==> config.mk <==
export PLATFORM = sky130hd
export DESIGN_NAME = go_back_n_window_sender
export DESIGN_NICKNAME = d
export VERILOG_FILES = /design/src/hdl/gbn_pkg.sv /design/src/hdl/gbn_ctrl.sv /design/src/hdl/gbn_dp.sv /design/src/hdl/go_back_n_window_sender.sv
export SDC_FILE = /design/constraint.sdc
export NUM_CORES = 2
export LEC_CHECK = 0
export ABC_AREA = 1
export BUFFER_PORTS_ARGS = -buffer_cell sky130_fd_sc_hd__buf_4
export CELL_PAD_IN_SITES_DETAIL_PLACEMENT = 0
export CELL_PAD_IN_SITES_GLOBAL_PLACEMENT = 1
export CORE_AREA = 2 2 444 446
export CTS_CLUSTER_DIAMETER = 150
export DETAILED_ROUTE_END_ITERATION = 10
export DIE_AREA = 0 0 446 448
export PLACE_DENSITY_LB_ADDON = 0.12
export SYNTH_ARGS = -nofsm -noshare
export SYNTH_HDL_FRONTEND = slang
export SYNTH_SLANG_ARGS = --single-unit
export TNS_END_PERCENT = 1
==> constraint.sdc <==
create_clock -name clk -period 5.3 [get_ports clk]
set_input_delay 0.53 -clock clk [delete_from_list [all_inputs] [get_ports clk]]
set_output_delay 0.53 -clock clk [all_outputs]
set_load 0.03 [all_outputs]
==> src/hdl/gbn_pkg.sv <==
// shared constants, codes and controller/datapath interface types for the
// go-back-n window sender; no dependencies
package gbn_pkg;

  localparam int unsigned WIN_MAX = 64;   // window limit, also the number of timer slots
  localparam int unsigned NSLOT   = 64;
  localparam int unsigned SLOT_W  = 6;    // slot = seq mod 64
  localparam int unsigned SEQ_W   = 32;
  localparam int unsigned LEN_W   = 7;
  localparam int unsigned THR_W   = 7;
  localparam int unsigned TMR_W   = 16;
  localparam int unsigned CFG_IDX_W = 1;
  localparam int unsigned CFG_W   = 16;

  localparam logic [SEQ_W-1:0] SEQ_TOP   = 32'hFFFF_FFFF;
  localparam logic [SEQ_W-1:0] SEG_MAX   = 32'hFFFF_FFFE;
  localparam logic [THR_W-1:0] THR_RESET = 7'd32;
  localparam logic [TMR_W-1:0] TMO_RESET = 16'd1;
  localparam logic [LEN_W-1:0] LEN_MAX   = LEN_W'(WIN_MAX);

  // register indexes
  localparam logic [CFG_IDX_W-1:0] REG_INIT_THR = 1'd0;
  localparam logic [CFG_IDX_W-1:0] REG_TIMEOUT  = 1'd1;

  // input commands
  localparam logic [1:0] CMD_START = 2'd0;
  localparam logic [1:0] CMD_ACK   = 2'd1;
  localparam logic [1:0] CMD_TICK  = 2'd2;

  // result kinds
  localparam logic [1:0] KIND_DATA     = 2'd0;
  localparam logic [1:0] KIND_END      = 2'd1;
  localparam logic [1:0] KIND_COMPLETE = 2'd2;

  typedef struct packed {
    logic load_in;
    logic start;
    logic zero_ack;
    logic ack;
    logic grow;
    logic shrink;
    logic loop_init;
    logic loop_step;
    logic resend;
    logic sweep_start;
    logic sweep_run;
  } gbn_cmd_t;

  typedef struct packed {
    logic [1:0] cmd_code;
    logic       busy;
    logic       ack_zero;
    logic       ack_in_order;
    logic       ack_hits_end;
    logic       loop_done;
    logic       out_free;
    logic       sweep_done;
    logic       fired;
  } gbn_sts_t;

endpackage

==> src/hdl/gbn_ctrl.sv <==
// sequencing state machine of the window sender: decodes a command and
// steps the datapath through send, sweep and resend; uses gbn_pkg
module gbn_ctrl
  import gbn_pkg::*;
(
  input  logic     clk,
  input  logic     rst_n,
  input  logic     in_tvalid,
  output logic     in_tready,
  input  gbn_sts_t sts,
  output gbn_cmd_t cmd
);

  localparam logic [2:0] ST_IDLE   = 3'd0;
  localparam logic [2:0] ST_DECODE = 3'd1;
  localparam logic [2:0] ST_SWEEP  = 3'd2;
  localparam logic [2:0] ST_SHRINK = 3'd3;
  localparam logic [2:0] ST_LINIT  = 3'd4;
  localparam logic [2:0] ST_LOOP   = 3'd5;

  logic [2:0] state_r, state_nxt;
  logic       resend_r, resend_nxt;

  assign in_tready = (state_r == ST_IDLE);

  always_comb begin
    state_nxt  = state_r;
    resend_nxt = resend_r;
    cmd        = '0;
    cmd.resend = resend_r;
    case (state_r)
      ST_IDLE: begin
        if (in_tvalid) begin
          cmd.load_in = 1'b1;
          state_nxt   = ST_DECODE;
        end
      end
      ST_DECODE: begin
        state_nxt = ST_IDLE;
        case (sts.cmd_code)
          CMD_START: begin
            cmd.start  = 1'b1;
            resend_nxt = 1'b0;
            state_nxt  = ST_LINIT;
          end
          CMD_ACK: begin
            if (sts.busy) begin
              if (sts.ack_zero) begin
                // the completion result needs the output register
                if (sts.out_free) begin
                  cmd.zero_ack = 1'b1;
                end else begin
                  state_nxt = ST_DECODE;
                end
              end else if (sts.ack_in_order) begin
                cmd.ack = 1'b1;
                if (sts.ack_hits_end) begin
                  cmd.grow   = 1'b1;
                  resend_nxt = 1'b0;
                  state_nxt  = ST_LINIT;
                end
              end
            end
          end
          CMD_TICK: begin
            if (sts.busy) begin
              cmd.sweep_start = 1'b1;
              state_nxt       = ST_SWEEP;
            end
          end
          default: state_nxt = ST_IDLE;
        endcase
      end
      ST_SWEEP: begin
        cmd.sweep_run = 1'b1;
        if (sts.sweep_done) begin
          state_nxt = sts.fired ? ST_SHRINK : ST_IDLE;
        end
      end
      ST_SHRINK: begin
        cmd.shrink = 1'b1;
        resend_nxt = 1'b1;
        state_nxt  = ST_LINIT;
      end
      ST_LINIT: begin
        cmd.loop_init = 1'b1;
        state_nxt     = ST_LOOP;
      end
      ST_LOOP: begin
        if (sts.loop_done) begin
          state_nxt = ST_IDLE;
        end else if (sts.out_free) begin
          cmd.loop_step = 1'b1;
        end
      end
      default: state_nxt = ST_IDLE;
    endcase
  end

  always_ff @(posedge clk) begin
    if (!rst_n) begin
      state_r  <= ST_IDLE;
      resend_r <= 1'b0;
    end else begin
      state_r  <= state_nxt;
      resend_r <= resend_nxt;
    end
  end

endmodule

==> src/hdl/gbn_dp.sv <==
// datapath of the window sender: window registers, slot timer memory with
// active bits, send loop counters and the output register; uses gbn_pkg
module gbn_dp
  import gbn_pkg::*;
(
  input  logic                 clk,
  input  logic                 rst_n,
  input  logic                 cfg_we,
  input  logic [CFG_IDX_W-1:0] cfg_index,
  input  logic [CFG_W-1:0]     cfg_data,
  input  logic [63:0]          in_tdata,
  input  logic [1:0]           in_tuser,
  output logic                 out_tvalid,
  input  logic                 out_tready,
  output logic [31:0]          out_tdata,
  output logic [2:0]           out_tuser,
  output logic                 out_tlast,
  input  gbn_cmd_t             cmd,
  output gbn_sts_t             sts
);

  // configuration
  logic [THR_W-1:0] thr_cfg_r;
  logic [TMR_W-1:0] tmo_cfg_r;
  logic [TMR_W-1:0] tmo_eff;

  // latched input item
  logic [1:0]       in_cmd_r;
  logic [SEQ_W-1:0] in_ack_r;
  logic [SEQ_W-1:0] in_cnt_r;

  // window state
  logic [SEQ_W-1:0] acked_r, wend_r, marker_r, total_r;
  logic [LEN_W-1:0] wlen_r;
  logic [THR_W-1:0] thr_r;
  logic             busy_r;

  // send loop
  logic [SEQ_W:0]   s_r;
  logic [LEN_W-1:0] k_r, c_r;
  logic             stop_r;

  // timer sweep
  logic [SLOT_W:0]   idx_r;
  logic              sv_r;
  logic [SLOT_W-1:0] saddr_r;
  logic              fired_r;
  logic [TMR_W-1:0]  timer_mem [NSLOT];
  logic [TMR_W-1:0]  rd_data_r;
  logic [NSLOT-1:0]  active_r, active_nxt;

  // output register
  logic              out_valid_r;
  logic [1:0]        out_kind_r;
  logic [SEQ_W-1:0]  out_seq_r;
  logic              out_rt_r, out_last_r;

  // combinational helpers
  logic [LEN_W:0]    len_dbl, len_inc, len_grow8, shr_sum;
  logic [LEN_W-1:0]  len_grow, len_shr;
  logic [THR_W-1:0]  thr_half;
  logic [SEQ_W-1:0]  room, span_raw;
  logic [LEN_W-1:0]  span_cap;
  logic              s_le_total, s_le_marker, s_eq_marker, marker_set;
  logic              step_emit, step_end, step_last, step_arm;
  logic [SLOT_W-1:0] s_slot;
  logic              sw_act, sw_fire;
  logic [TMR_W-1:0]  sw_dec;
  logic              mem_we;
  logic [SLOT_W-1:0] mem_waddr;
  logic [TMR_W-1:0]  mem_wdata;
  logic              emit_load;

  assign tmo_eff = (tmo_cfg_r == '0) ? TMO_RESET : tmo_cfg_r;

  // window growth on a fully acked window
  assign len_dbl   = {wlen_r, 1'b0};
  assign len_inc   = {1'b0, wlen_r} + (LEN_W+1)'(1);
  assign len_grow8 = (wlen_r < thr_r) ? len_dbl : len_inc;
  assign len_grow  = (len_grow8 > {1'b0, LEN_MAX}) ? LEN_MAX : len_grow8[LEN_W-1:0];
  assign room      = SEQ_TOP - wend_r;

  // timeout shrink
  assign thr_half = thr_r >> 1;
  assign shr_sum  = {1'b0, thr_half} + (LEN_W+1)'(3);
  assign len_shr  = (shr_sum > {1'b0, LEN_MAX}) ? LEN_MAX : shr_sum[LEN_W-1:0];

  // outstanding span, capped at the window limit
  assign span_raw = wend_r - acked_r;
  assign span_cap = (span_raw > SEQ_W'(WIN_MAX)) ? LEN_MAX : span_raw[LEN_W-1:0];

  // one loop step
  assign s_slot      = s_r[SLOT_W-1:0];
  assign s_le_total  = (s_r[SEQ_W-1:0] <= total_r);
  assign s_le_marker = (s_r[SEQ_W-1:0] <= marker_r);
  assign s_eq_marker = (s_r[SEQ_W-1:0] == marker_r);
  assign marker_set  = (marker_r != '0);
  assign step_emit   = !cmd.resend || !marker_set || s_le_marker;
  assign step_end    = cmd.resend ? (marker_set && s_eq_marker) : !s_le_total;
  assign step_last   = (k_r == c_r) || (&s_r[SEQ_W-1:0]) || step_end;
  // a freshly sent end marker runs no timer, a resent one does
  assign step_arm    = step_emit && (cmd.resend || s_le_total);
  assign emit_load   = (cmd.loop_step && step_emit) || cmd.zero_ack;

  // sweep stage on the registered read data
  assign sw_act  = sv_r && active_r[saddr_r];
  assign sw_dec  = (rd_data_r == '0) ? '0 : rd_data_r - TMR_W'(1);
  assign sw_fire = sw_act && (sw_dec == '0);

  always_comb begin
    mem_we    = 1'b0;
    mem_waddr = s_slot;
    mem_wdata = tmo_eff;
    if (cmd.loop_step && step_arm) begin
      mem_we = 1'b1;
    end else if (sw_act) begin
      mem_we    = 1'b1;
      mem_waddr = saddr_r;
      mem_wdata = sw_dec;
    end
  end

  always_comb begin
    active_nxt = active_r;
    if (cmd.start || cmd.zero_ack) begin
      active_nxt = '0;
    end else if (cmd.ack) begin
      active_nxt[in_ack_r[SLOT_W-1:0]] = 1'b0;
    end else if (cmd.loop_step && (cmd.resend || s_le_total)) begin
      active_nxt[s_slot] = step_emit;
    end else if (sw_fire) begin
      active_nxt[saddr_r] = 1'b0;
    end
  end

  always_ff @(posedge clk) begin
    if (mem_we) begin
      timer_mem[mem_waddr] <= mem_wdata;
    end
    rd_data_r <= timer_mem[idx_r[SLOT_W-1:0]];
  end

  always_ff @(posedge clk) begin
    if (cmd.load_in) begin
      in_cmd_r <= in_tuser;
      in_ack_r <= in_tdata[31:0];
      in_cnt_r <= in_tdata[63:32];
    end
  end

  always_ff @(posedge clk) begin
    if (!rst_n) begin
      thr_cfg_r <= THR_RESET;
      tmo_cfg_r <= TMO_RESET;
    end else if (cfg_we) begin
      case (cfg_index)
        REG_INIT_THR: thr_cfg_r <= cfg_data[THR_W-1:0];
        REG_TIMEOUT:  tmo_cfg_r <= cfg_data[TMR_W-1:0];
        default:      thr_cfg_r <= thr_cfg_r;
      endcase
    end
  end

  always_ff @(posedge clk) begin
    if (!rst_n) begin
      acked_r  <= '0;
      wend_r   <= SEQ_W'(1);
      wlen_r   <= LEN_W'(1);
      thr_r    <= THR_RESET;
      marker_r <= '0;
      total_r  <= '0;
      busy_r   <= 1'b0;
      active_r <= '0;
      stop_r   <= 1'b0;
      idx_r    <= '0;
      sv_r     <= 1'b0;
      fired_r  <= 1'b0;
    end else begin
      active_r <= active_nxt;
      if (cmd.start) begin
        total_r  <= (in_cnt_r > SEG_MAX) ? SEG_MAX : in_cnt_r;
        acked_r  <= '0;
        thr_r    <= thr_cfg_r;
        wlen_r   <= LEN_W'(1);
        wend_r   <= SEQ_W'(1);
        marker_r <= '0;
        busy_r   <= 1'b1;
      end
      if (cmd.zero_ack) begin
        acked_r  <= '0;
        marker_r <= '0;
        busy_r   <= 1'b0;
      end
      if (cmd.ack) begin
        acked_r <= in_ack_r;
      end
      if (cmd.grow) begin
        wlen_r <= len_grow;
        wend_r <= (room < SEQ_W'(len_grow)) ? SEQ_TOP : wend_r + SEQ_W'(len_grow);
      end
      if (cmd.shrink) begin
        thr_r  <= thr_half;
        wlen_r <= len_shr;
      end
      if (cmd.loop_init) begin
        s_r    <= {1'b0, acked_r} + (SEQ_W+1)'(1);
        k_r    <= LEN_W'(1);
        c_r    <= span_cap;
        stop_r <= 1'b0;
      end
      if (cmd.loop_step) begin
        s_r <= s_r + (SEQ_W+1)'(1);
        k_r <= k_r + LEN_W'(1);
        if (!cmd.resend && step_end) begin
          marker_r <= s_r[SEQ_W-1:0];
          stop_r   <= 1'b1;
        end
      end
      // timer sweep: read slot idx, decrement it in the next cycle
      if (cmd.sweep_start) begin
        idx_r   <= '0;
        sv_r    <= 1'b0;
        fired_r <= 1'b0;
      end else if (cmd.sweep_run) begin
        sv_r    <= !idx_r[SLOT_W];
        saddr_r <= idx_r[SLOT_W-1:0];
        if (!idx_r[SLOT_W]) begin
          idx_r <= idx_r + (SLOT_W+1)'(1);
        end
        if (sw_fire) begin
          fired_r <= 1'b1;
        end
      end
    end
  end

  always_ff @(posedge clk) begin
    if (!rst_n) begin
      out_valid_r <= 1'b0;
    end else if (emit_load) begin
      out_valid_r <= 1'b1;
    end else if (out_tready) begin
      out_valid_r <= 1'b0;
    end
  end

  always_ff @(posedge clk) begin
    if (cmd.zero_ack) begin
      out_kind_r <= KIND_COMPLETE;
      out_seq_r  <= '0;
      out_rt_r   <= 1'b0;
      out_last_r <= 1'b1;
    end else if (cmd.loop_step && step_emit) begin
      out_kind_r <= step_end ? KIND_END : KIND_DATA;
      out_seq_r  <= s_r[SEQ_W-1:0];
      out_rt_r   <= cmd.resend;
      out_last_r <= step_last;
    end
  end

  assign out_tvalid = out_valid_r;
  assign out_tdata  = out_seq_r;
  assign out_tuser  = {out_rt_r, out_kind_r};
  assign out_tlast  = out_last_r;

  assign sts.cmd_code     = in_cmd_r;
  assign sts.busy         = busy_r;
  assign sts.ack_zero     = (in_ack_r == '0);
  assign sts.ack_in_order = (in_ack_r == acked_r + SEQ_W'(1));
  assign sts.ack_hits_end = (in_ack_r == wend_r);
  assign sts.loop_done    = (k_r > c_r) || s_r[SEQ_W] || stop_r;
  assign sts.out_free     = !out_valid_r || out_tready;
  assign sts.sweep_done   = idx_r[SLOT_W] && !sv_r;
  assign sts.fired        = fired_r;

endmodule

==> src/hdl/go_back_n_window_sender.sv <==
// top level of the go-back-n window sender: state machine plus datapath
// depends on gbn_pkg, gbn_ctrl and gbn_dp
//
// usage:
//   in_*  : one command per transfer; tuser = cmd (start, ack, tick),
//           tdata = ack_seq (bits 31:0), segment_count (bits 63:32)
//   out_* : segments to transmit; tdata = seq, tuser = kind (1:0) and
//           retransmit flag (2), tlast on the final result of a command
//   cfg_* : write enable, index 0 initial threshold, index 1 timeout ticks;
//           write only while the block is idle
// timing: one command at a time; in_tready is high only between commands.
//   start and a window-completing ack then run the send loop over the sent
//   segments (up to 64 of them).
//   a tick sweeps the 64 slot timers through the timer memory, one slot a
//   cycle, and on expiry walks the outstanding span (up to 64 sequences)
//   to resend it.
// reset clears the window state, the active bits of all timer slots and the
// output valid flag; no clearing pass. a stalled receiver holds the send loop
// on the output register; nothing is dropped.
module go_back_n_window_sender
  import gbn_pkg::*;
(
  input  logic                 clk,
  input  logic                 rst_n,
  input  logic                 cfg_we,
  input  logic [CFG_IDX_W-1:0] cfg_index,
  input  logic [CFG_W-1:0]     cfg_data,
  input  logic                 in_tvalid,
  output logic                 in_tready,
  input  logic [63:0]          in_tdata,   // ack_seq, segment_count
  input  logic [1:0]           in_tuser,   // cmd
  output logic                 out_tvalid,
  input  logic                 out_tready,
  output logic [31:0]          out_tdata,  // seq
  output logic [2:0]           out_tuser,  // kind, is_retransmit
  output logic                 out_tlast
);

  gbn_cmd_t cmd;
  gbn_sts_t sts;

  gbn_ctrl u_ctrl (
    .clk       (clk),
    .rst_n     (rst_n),
    .in_tvalid (in_tvalid),
    .in_tready (in_tready),
    .sts       (sts),
    .cmd       (cmd)
  );

  gbn_dp u_dp (
    .clk        (clk),
    .rst_n      (rst_n),
    .cfg_we     (cfg_we),
    .cfg_index  (cfg_index),
    .cfg_data   (cfg_data),
    .in_tdata   (in_tdata),
    .in_tuser   (in_tuser),
    .out_tvalid (out_tvalid),
    .out_tready (out_tready),
    .out_tdata  (out_tdata),
    .out_tuser  (out_tuser),
    .out_tlast  (out_tlast),
    .cmd        (cmd),
    .sts        (sts)
  );

endmodule

# Word-level counts from Yosys, hierarchy flattened
# Memories as Yosys holds them, arrays and structs flattened. A register that Yosys moved wholly into a read port is not among the register bits.
# Cells that the tools add are included.
# word_totals
regBits	400
ramBits	1024
input_bits	88
output_inout_bits	38
elab_cells	231
n_memories	1
# classes
add_sub_neg	11
n_lt_le_gt_ge	15
n_eq_ne	19
mux	90
bitwise_logic	8
n_reduce_logical	57
# memory_table
name	depth	width	rd	rd_ports_with_merged_regs	wr	line	text
u_dp.timer_mem	64	16	1	1	1	gbn_dp.sv:48	logic [TMR_W-1:0] timer_mem [NSLOT];
# ops
cell	count
32-bit 2-to-1 mux	11
64-bit 2-to-1 mux	3
64-bit AND	2
64-bit NOT	2
32-bit equality test	3
33-bit 2-to-1 mux	2
64-bit bitwise mux	1
32-bit less-or-equal comparator	2
16-bit 2-to-1 mux	4
7-bit 2-to-1 mux	8
16-bit logical NOT	3
1-bit 2-to-1 mux	34
32-bit by 1-bit adder with 33-bit output (second input constant)	1
33-bit by 1-bit adder with 33-bit output (second input constant)	1
32-bit by 1-bit adder with 32-bit output (second input constant)	1
32-bit by 7-bit adder with 32-bit output	1
32-bit greater-than comparator (second input constant)	1
32-bit by 7-bit greater-than comparator with 1-bit output (second input constant)	1
32-bit logical NOT	1
32-bit by 7-bit less-than comparator with 1-bit output	1
32-bit AND reduction	1
32-bit nonzero test	1
32-bit subtractor	1
32-bit subtractor (first input constant)	1
40 further kinds	113

# Longest topological paths before layout
# logic_depth
word_depth	11
depth_mapped	29

# Modules after synthesis
# From an unflattened synthesis, not the netlist that was laid out.
# unflattened
hier_cells	6874
area_unflattened_um2	67035.5
# by_module_without_submodules
module	n_inst	cells_per_inst	area_per_inst_um2	seq_area_each_um2
gbn_dp	1	6809	66667.7	40188.5
gbn_ctrl	1	65	367.9	80.1

# Worst setup path before layout
# No wires, ideal clock.
# synth_timing
path_type	flip-flop to flip-flop
startpoint	register u_dp.s_r[31]
endpoint	memory u_dp.timer_mem[0][4] (data pin)
t_arrival_ns	4.837
required_ns	4.598
path_slack_ns	-0.238
stages_incl_launch_ff	15
synth_period_minus_slack_ns	5.538
cell_sequence	edfxtp_1 -> ha_1 -> nand2_1 -> nor2_1 -> nand2_1 -> nor4_1 -> nor3b_1 -> a41oi_1 -> nand2_1 -> nand2_1 -> nand2_4 -> buf_6 -> inv_1 -> clkbuf_1 -> o21ai_0
# synth_via
elab_chain_len	5
# synth_rtl
item	line	text
start: declaration	gbn_dp.sv:39	logic [SEQ_W:0] s_r;
start signal: assignment	gbn_dp.sv:206	s_r <= {1'b0, acked_r} + (SEQ_W+1)'(1);
start signal: assignment	gbn_dp.sv:212	s_r <= s_r + (SEQ_W+1)'(1);
32-bit less-or-equal comparator (on tied branches)	gbn_dp.sv:95, gbn_dp.sv:94	
1-bit logical OR (on tied branches)	gbn_dp.sv:98, gbn_dp.sv:102	
1-bit logical AND (*)	gbn_dp.sv:102	assign step_arm = step_emit && (cmd.resend || s_le_total);
1-bit logical AND (*)	gbn_dp.sv:114	if (cmd.loop_step && step_arm) begin
16-bit 2-to-1 mux (*)	gbn_dp.sv:114	
via u_dp.mem_wdata[4]	gbn_dp.sv:71	logic [TMR_W-1:0] mem_wdata;
end: declaration	gbn_dp.sv:48	
# The timed path passes the listed nets; every way through them passes the cells marked *.

# Worst setup path in the final report
# layout_timing
startpoint	register u_dp.s_r[0]
endpoint	memory u_dp.timer_mem[8][8] (enable)
# layout_via
elab_chain_len	7
# layout_rtl
item	line	text
32-bit less-or-equal comparator (on tied branches)	gbn_dp.sv:95, gbn_dp.sv:94	
1-bit logical OR (on tied branches)	gbn_dp.sv:98, gbn_dp.sv:102	
1-bit logical AND	gbn_dp.sv:102	
1-bit logical AND	gbn_dp.sv:114	
1-bit 2-to-1 mux	gbn_dp.sv:114	
1-bit 2-to-1 mux	gbn_dp.sv:137	if (mem_we) begin
1-bit 2-to-1 mux (not written as such)	gbn_dp.sv:138	timer_mem[mem_waddr] <= mem_wdata;
# Parallel ways exist; a longest one is shown, timed or not.

==> out/qor.csv <==
metric;value;unit
DR vias;53800;
Syn Std Cell Area;67900;um^2
vias in the first global route;51900;
Hold WC Path Type;in -> reg;
initial antenna violation count;6;
Worst setup SP type;flop;
Die Area;200000;um^2
final antenna-violating net count;0;
I/O pin total;126;
number of iterations in the first detailed-routing pass;8;
critical path arrival;5.32;ns
maximum clock frequency;0.207;GHz
drt wl/cell;24.5;um
ys async rst share;0;%
TritonCTS clock tree;built;
top_reg_cell synth;edfxtp_1;
Starting Density;34.9;%
total power;25.1;mW
Avg Cell Area, Syn;9.49;um^2
grt ovf;0;
Area after DPL;73000;um^2
Period Utilization, post-route;91.1;%
largest net degree at the start of global routing;181;
clock sink total;1440;
setup repair bufs after CTS;0;
Netlist cell types;65;
area of the multi-input gates;24600;um^2
Post-Syn Instances;7155;
yosys warns;0;
buffers and inverters on the worst path;2;
outcome;finished, final reports clean;
first-pass GRT wire length;360000;um
gr usage total;24.4;%
final core utilization;40.7;%
Yosys top cell by area;edfxtp_1;
Placeable Area;195000;um^2
Worst-Skew Late Latency;0.82;ns
flip-flop and latch area;40300;um^2
share of layout cells above drive strength 1;9.82;%
Synth top area share;50.6;%
nets;7623;
fin area;79200;um^2
Slew @ Worst Pin;1.21;ns
max_slew headroom;18.9;%
Die Wd;446;um
slowest CP cell;o21ai_2;
Root Driver;clkbuf_16;
clock skew;0.0324;ns
CTS clk-pin slew, worst paths;0.06;ns
largest buffer count on any clock path;3;
CP delay by family, top;simple AND/OR/NAND/NOR gates;
# H-tree levels;4;
Max-Cap Viols;0;
LEAKAGE;28.8;nW
RSZ-0062 raised after global routing;false;
crit-path max cell delay;0.60;ns
GP Congestion;0.909;
CP Cell Sequence;clkinv_1 > ha_1 > o21bai_1 > a21oi_1 > o221ai_1 > nand2_1 > nand3_1 > nand2_1 > a21oi_1 > nor2_4 > nand2_2 > nand2_4 > o21ai_2 > nand4_4 > nor2_1 > buf_4;
P&R area growth vs syn;16.6;%
Syn Nets;7373;
CP endpoint kind;flop;
total wire length;248000;um
Seq/Total Area, Yosys;59.3;%
synth top area cells;edfxtp_1 51%, dfxtp_1 8.8%, nand2_1 7.6%;
Setup-failing EPs final;0;
crit path max fanout;24;
most common cell after layout, fill and taps aside;nand2_1;
final hold violations;0;
Worst EP required;5.79;ns
most frequent cells in the layout;1372 x nand2_1, 1143 x edfxtp_1, 1025 x nor2_1;
Tmin final;4.83;ns
hpwl dp;165000;um
DR iter-0 viols;5350;
GRT busiest layer;met2;
DRC;0;
CTS Buf Count;167;
power per cell area;317;nW/um^2
global routing usage on met1;33.0;%
Die Y;448;um
# fillers;19200;
Max IR drop VDD;0.302;mV
met2 Usage GRT;40.1;%
row count;162;
port bufs;125;
Post-synth EDFFs;1143;
M3 GR Usage;2.87;%
#FFs+latches synth;1440;
Setup CP Type;reg -> reg;
post-DR vias/cell;5.34;
final max-slew violation count;0;
==> routing by layer <==
| layer | share of wire (%) | routed length [um] |
|---|---|---|
| met5 | 0 | 0 |
| met4 | 3.8 | 9440 |
| met3 | 4.6 | 11500 |
| met2 | 47 | 117000 |
| met1 | 44 | 110000 |
==> path summary, 6_finish.rpt <==
check,from,endpoint,slack (ns),depth (start not counted)
setup / recovery,u_dp.s_r[0],u_dp.timer_mem[8][8],0.47,16
hold / removal,cfg_data[7],u_dp.tmo_cfg_r[7],0.09,3
setup reg to reg,u_dp.s_r[0],u_dp.timer_mem[8][8],0.47,16
hold reg to reg,u_dp.out_kind_r[1],u_dp.out_kind_r[1],0.45,2
==> through the flow <==
stage	setup TNS (ns)	instances	worst slack (ns)	hold slack (ns)
4_1_cts	0	10100	0.247	0.0402
5_1_grt	0	10100	0.178	0.0693
3_3_place_gp	0	9703	0.363	0.433
6_report	0	10100	0.471	0.0921
2_1_floorplan	-145.84	7155	-0.238	0.406
3_5_place_dp	0	9703	0.318	0.442
==> state kept, by name (all words and copies together) (netlist names), 3 cells and up <==
| name | count |
|---|---|
| u_dp.timer_mem | 1024 |
| u_dp.wlen_r | 7 |
| u_dp.wend_r | 32 |
| u_dp.total_r | 32 |
| u_dp.out_tdata | 32 |
| u_dp.active_r | 64 |
| u_dp.idx_r | 7 |
| u_dp.c_r | 7 |
| u_dp.rd_data_r | 16 |
| u_dp.thr_cfg_r | 7 |
| u_ctrl.state_r | 3 |
| u_dp.tmo_cfg_r | 16 |
| u_dp.acked_r | 32 |
| u_dp.in_cnt_r | 32 |
| u_dp.marker_r | 32 |
| u_dp.saddr_r | 6 |
| u_dp.thr_r | 7 |
| u_dp.in_ack_r | 32 |
| u_dp.k_r | 7 |
| u_dp.s_r | 33 |
==> timing repair <==
item,CTS,global route
resized for setup,0,1
endpoints found under the hold margin,76,0
setup endpoints to repair,0,14
hold buffers,75,0
==> power breakdown <==
part / internal, mW / switching (mW) / total [mW]
combinational: 0.328 / 0.768 / 1.10
clock: 6.69 / 4.84 / 11.5
sequential: 12.3 / 0.127 / 12.5
==> worst reg2reg max path, stage by stage (launching register included) <==
cell	delay [ns]
edfxtp_1	0.56
clkinv_1	0.48
ha_1	0.38
o21bai_1	0.15
a21oi_1	0.09
o221ai_1	0.23
nand2_1	0.08
nand3_1	0.18
nand2_1	0.09
a21oi_1	0.22
nor2_4	0.05
nand2_2	0.12
nand2_4	0.24
o21ai_2	0.61
nand4_4	0.50
nor2_1	0.25
buf_4	0.28
==> kinds of logic (layout without fill, tap and decap cells) <==
family / after synthesis / in the layout / synth area share, %
simple gates: 2992 / 2992 / 18.3
compound gates: 1596 / 1596 / 13.4
flops: 1440 / 1440 / 59.3
buf+inv: 876 / 1257 / 5.02
fa+ha+maj: 130 / 130 / 2.42
xor+xnor: 121 / 121 / 1.58
other cells: 0 / 5 / 0
==> cells in the mapped netlist (28+ instances only) <==
| master | instances |
|---|---|
| a211oi_1 | 37 |
| a21oi_1 | 407 |
| buf_2 | 38 |
| clkbuf_1 | 285 |
| dfxtp_1 | 297 |
| edfxtp_1 | 1143 |
| ha_1 | 128 |
| inv_1 | 495 |
| nand2_1 | 1375 |
| nand3_1 | 249 |
| nand4_1 | 86 |
| nor2_1 | 1043 |
| nor3_1 | 109 |
| nor4_1 | 46 |
| o211ai_1 | 30 |
| o21ai_0 | 727 |
| o221ai_1 | 108 |
| o22ai_1 | 169 |
| xnor2_1 | 28 |
| xor2_1 | 92 |
==> layout make-up <==
class	count	share of cell area, %
flip-flops and latches	1440	50.9
inverters	524	2.51
diodes	5	0.0158
well taps	2542	4.02
repair buffers	433	4.71
clock inverters	81	1.10
multi-input cells	4839	31.0
clock buffers	219	5.79
(Power assumes the default switching activity.)
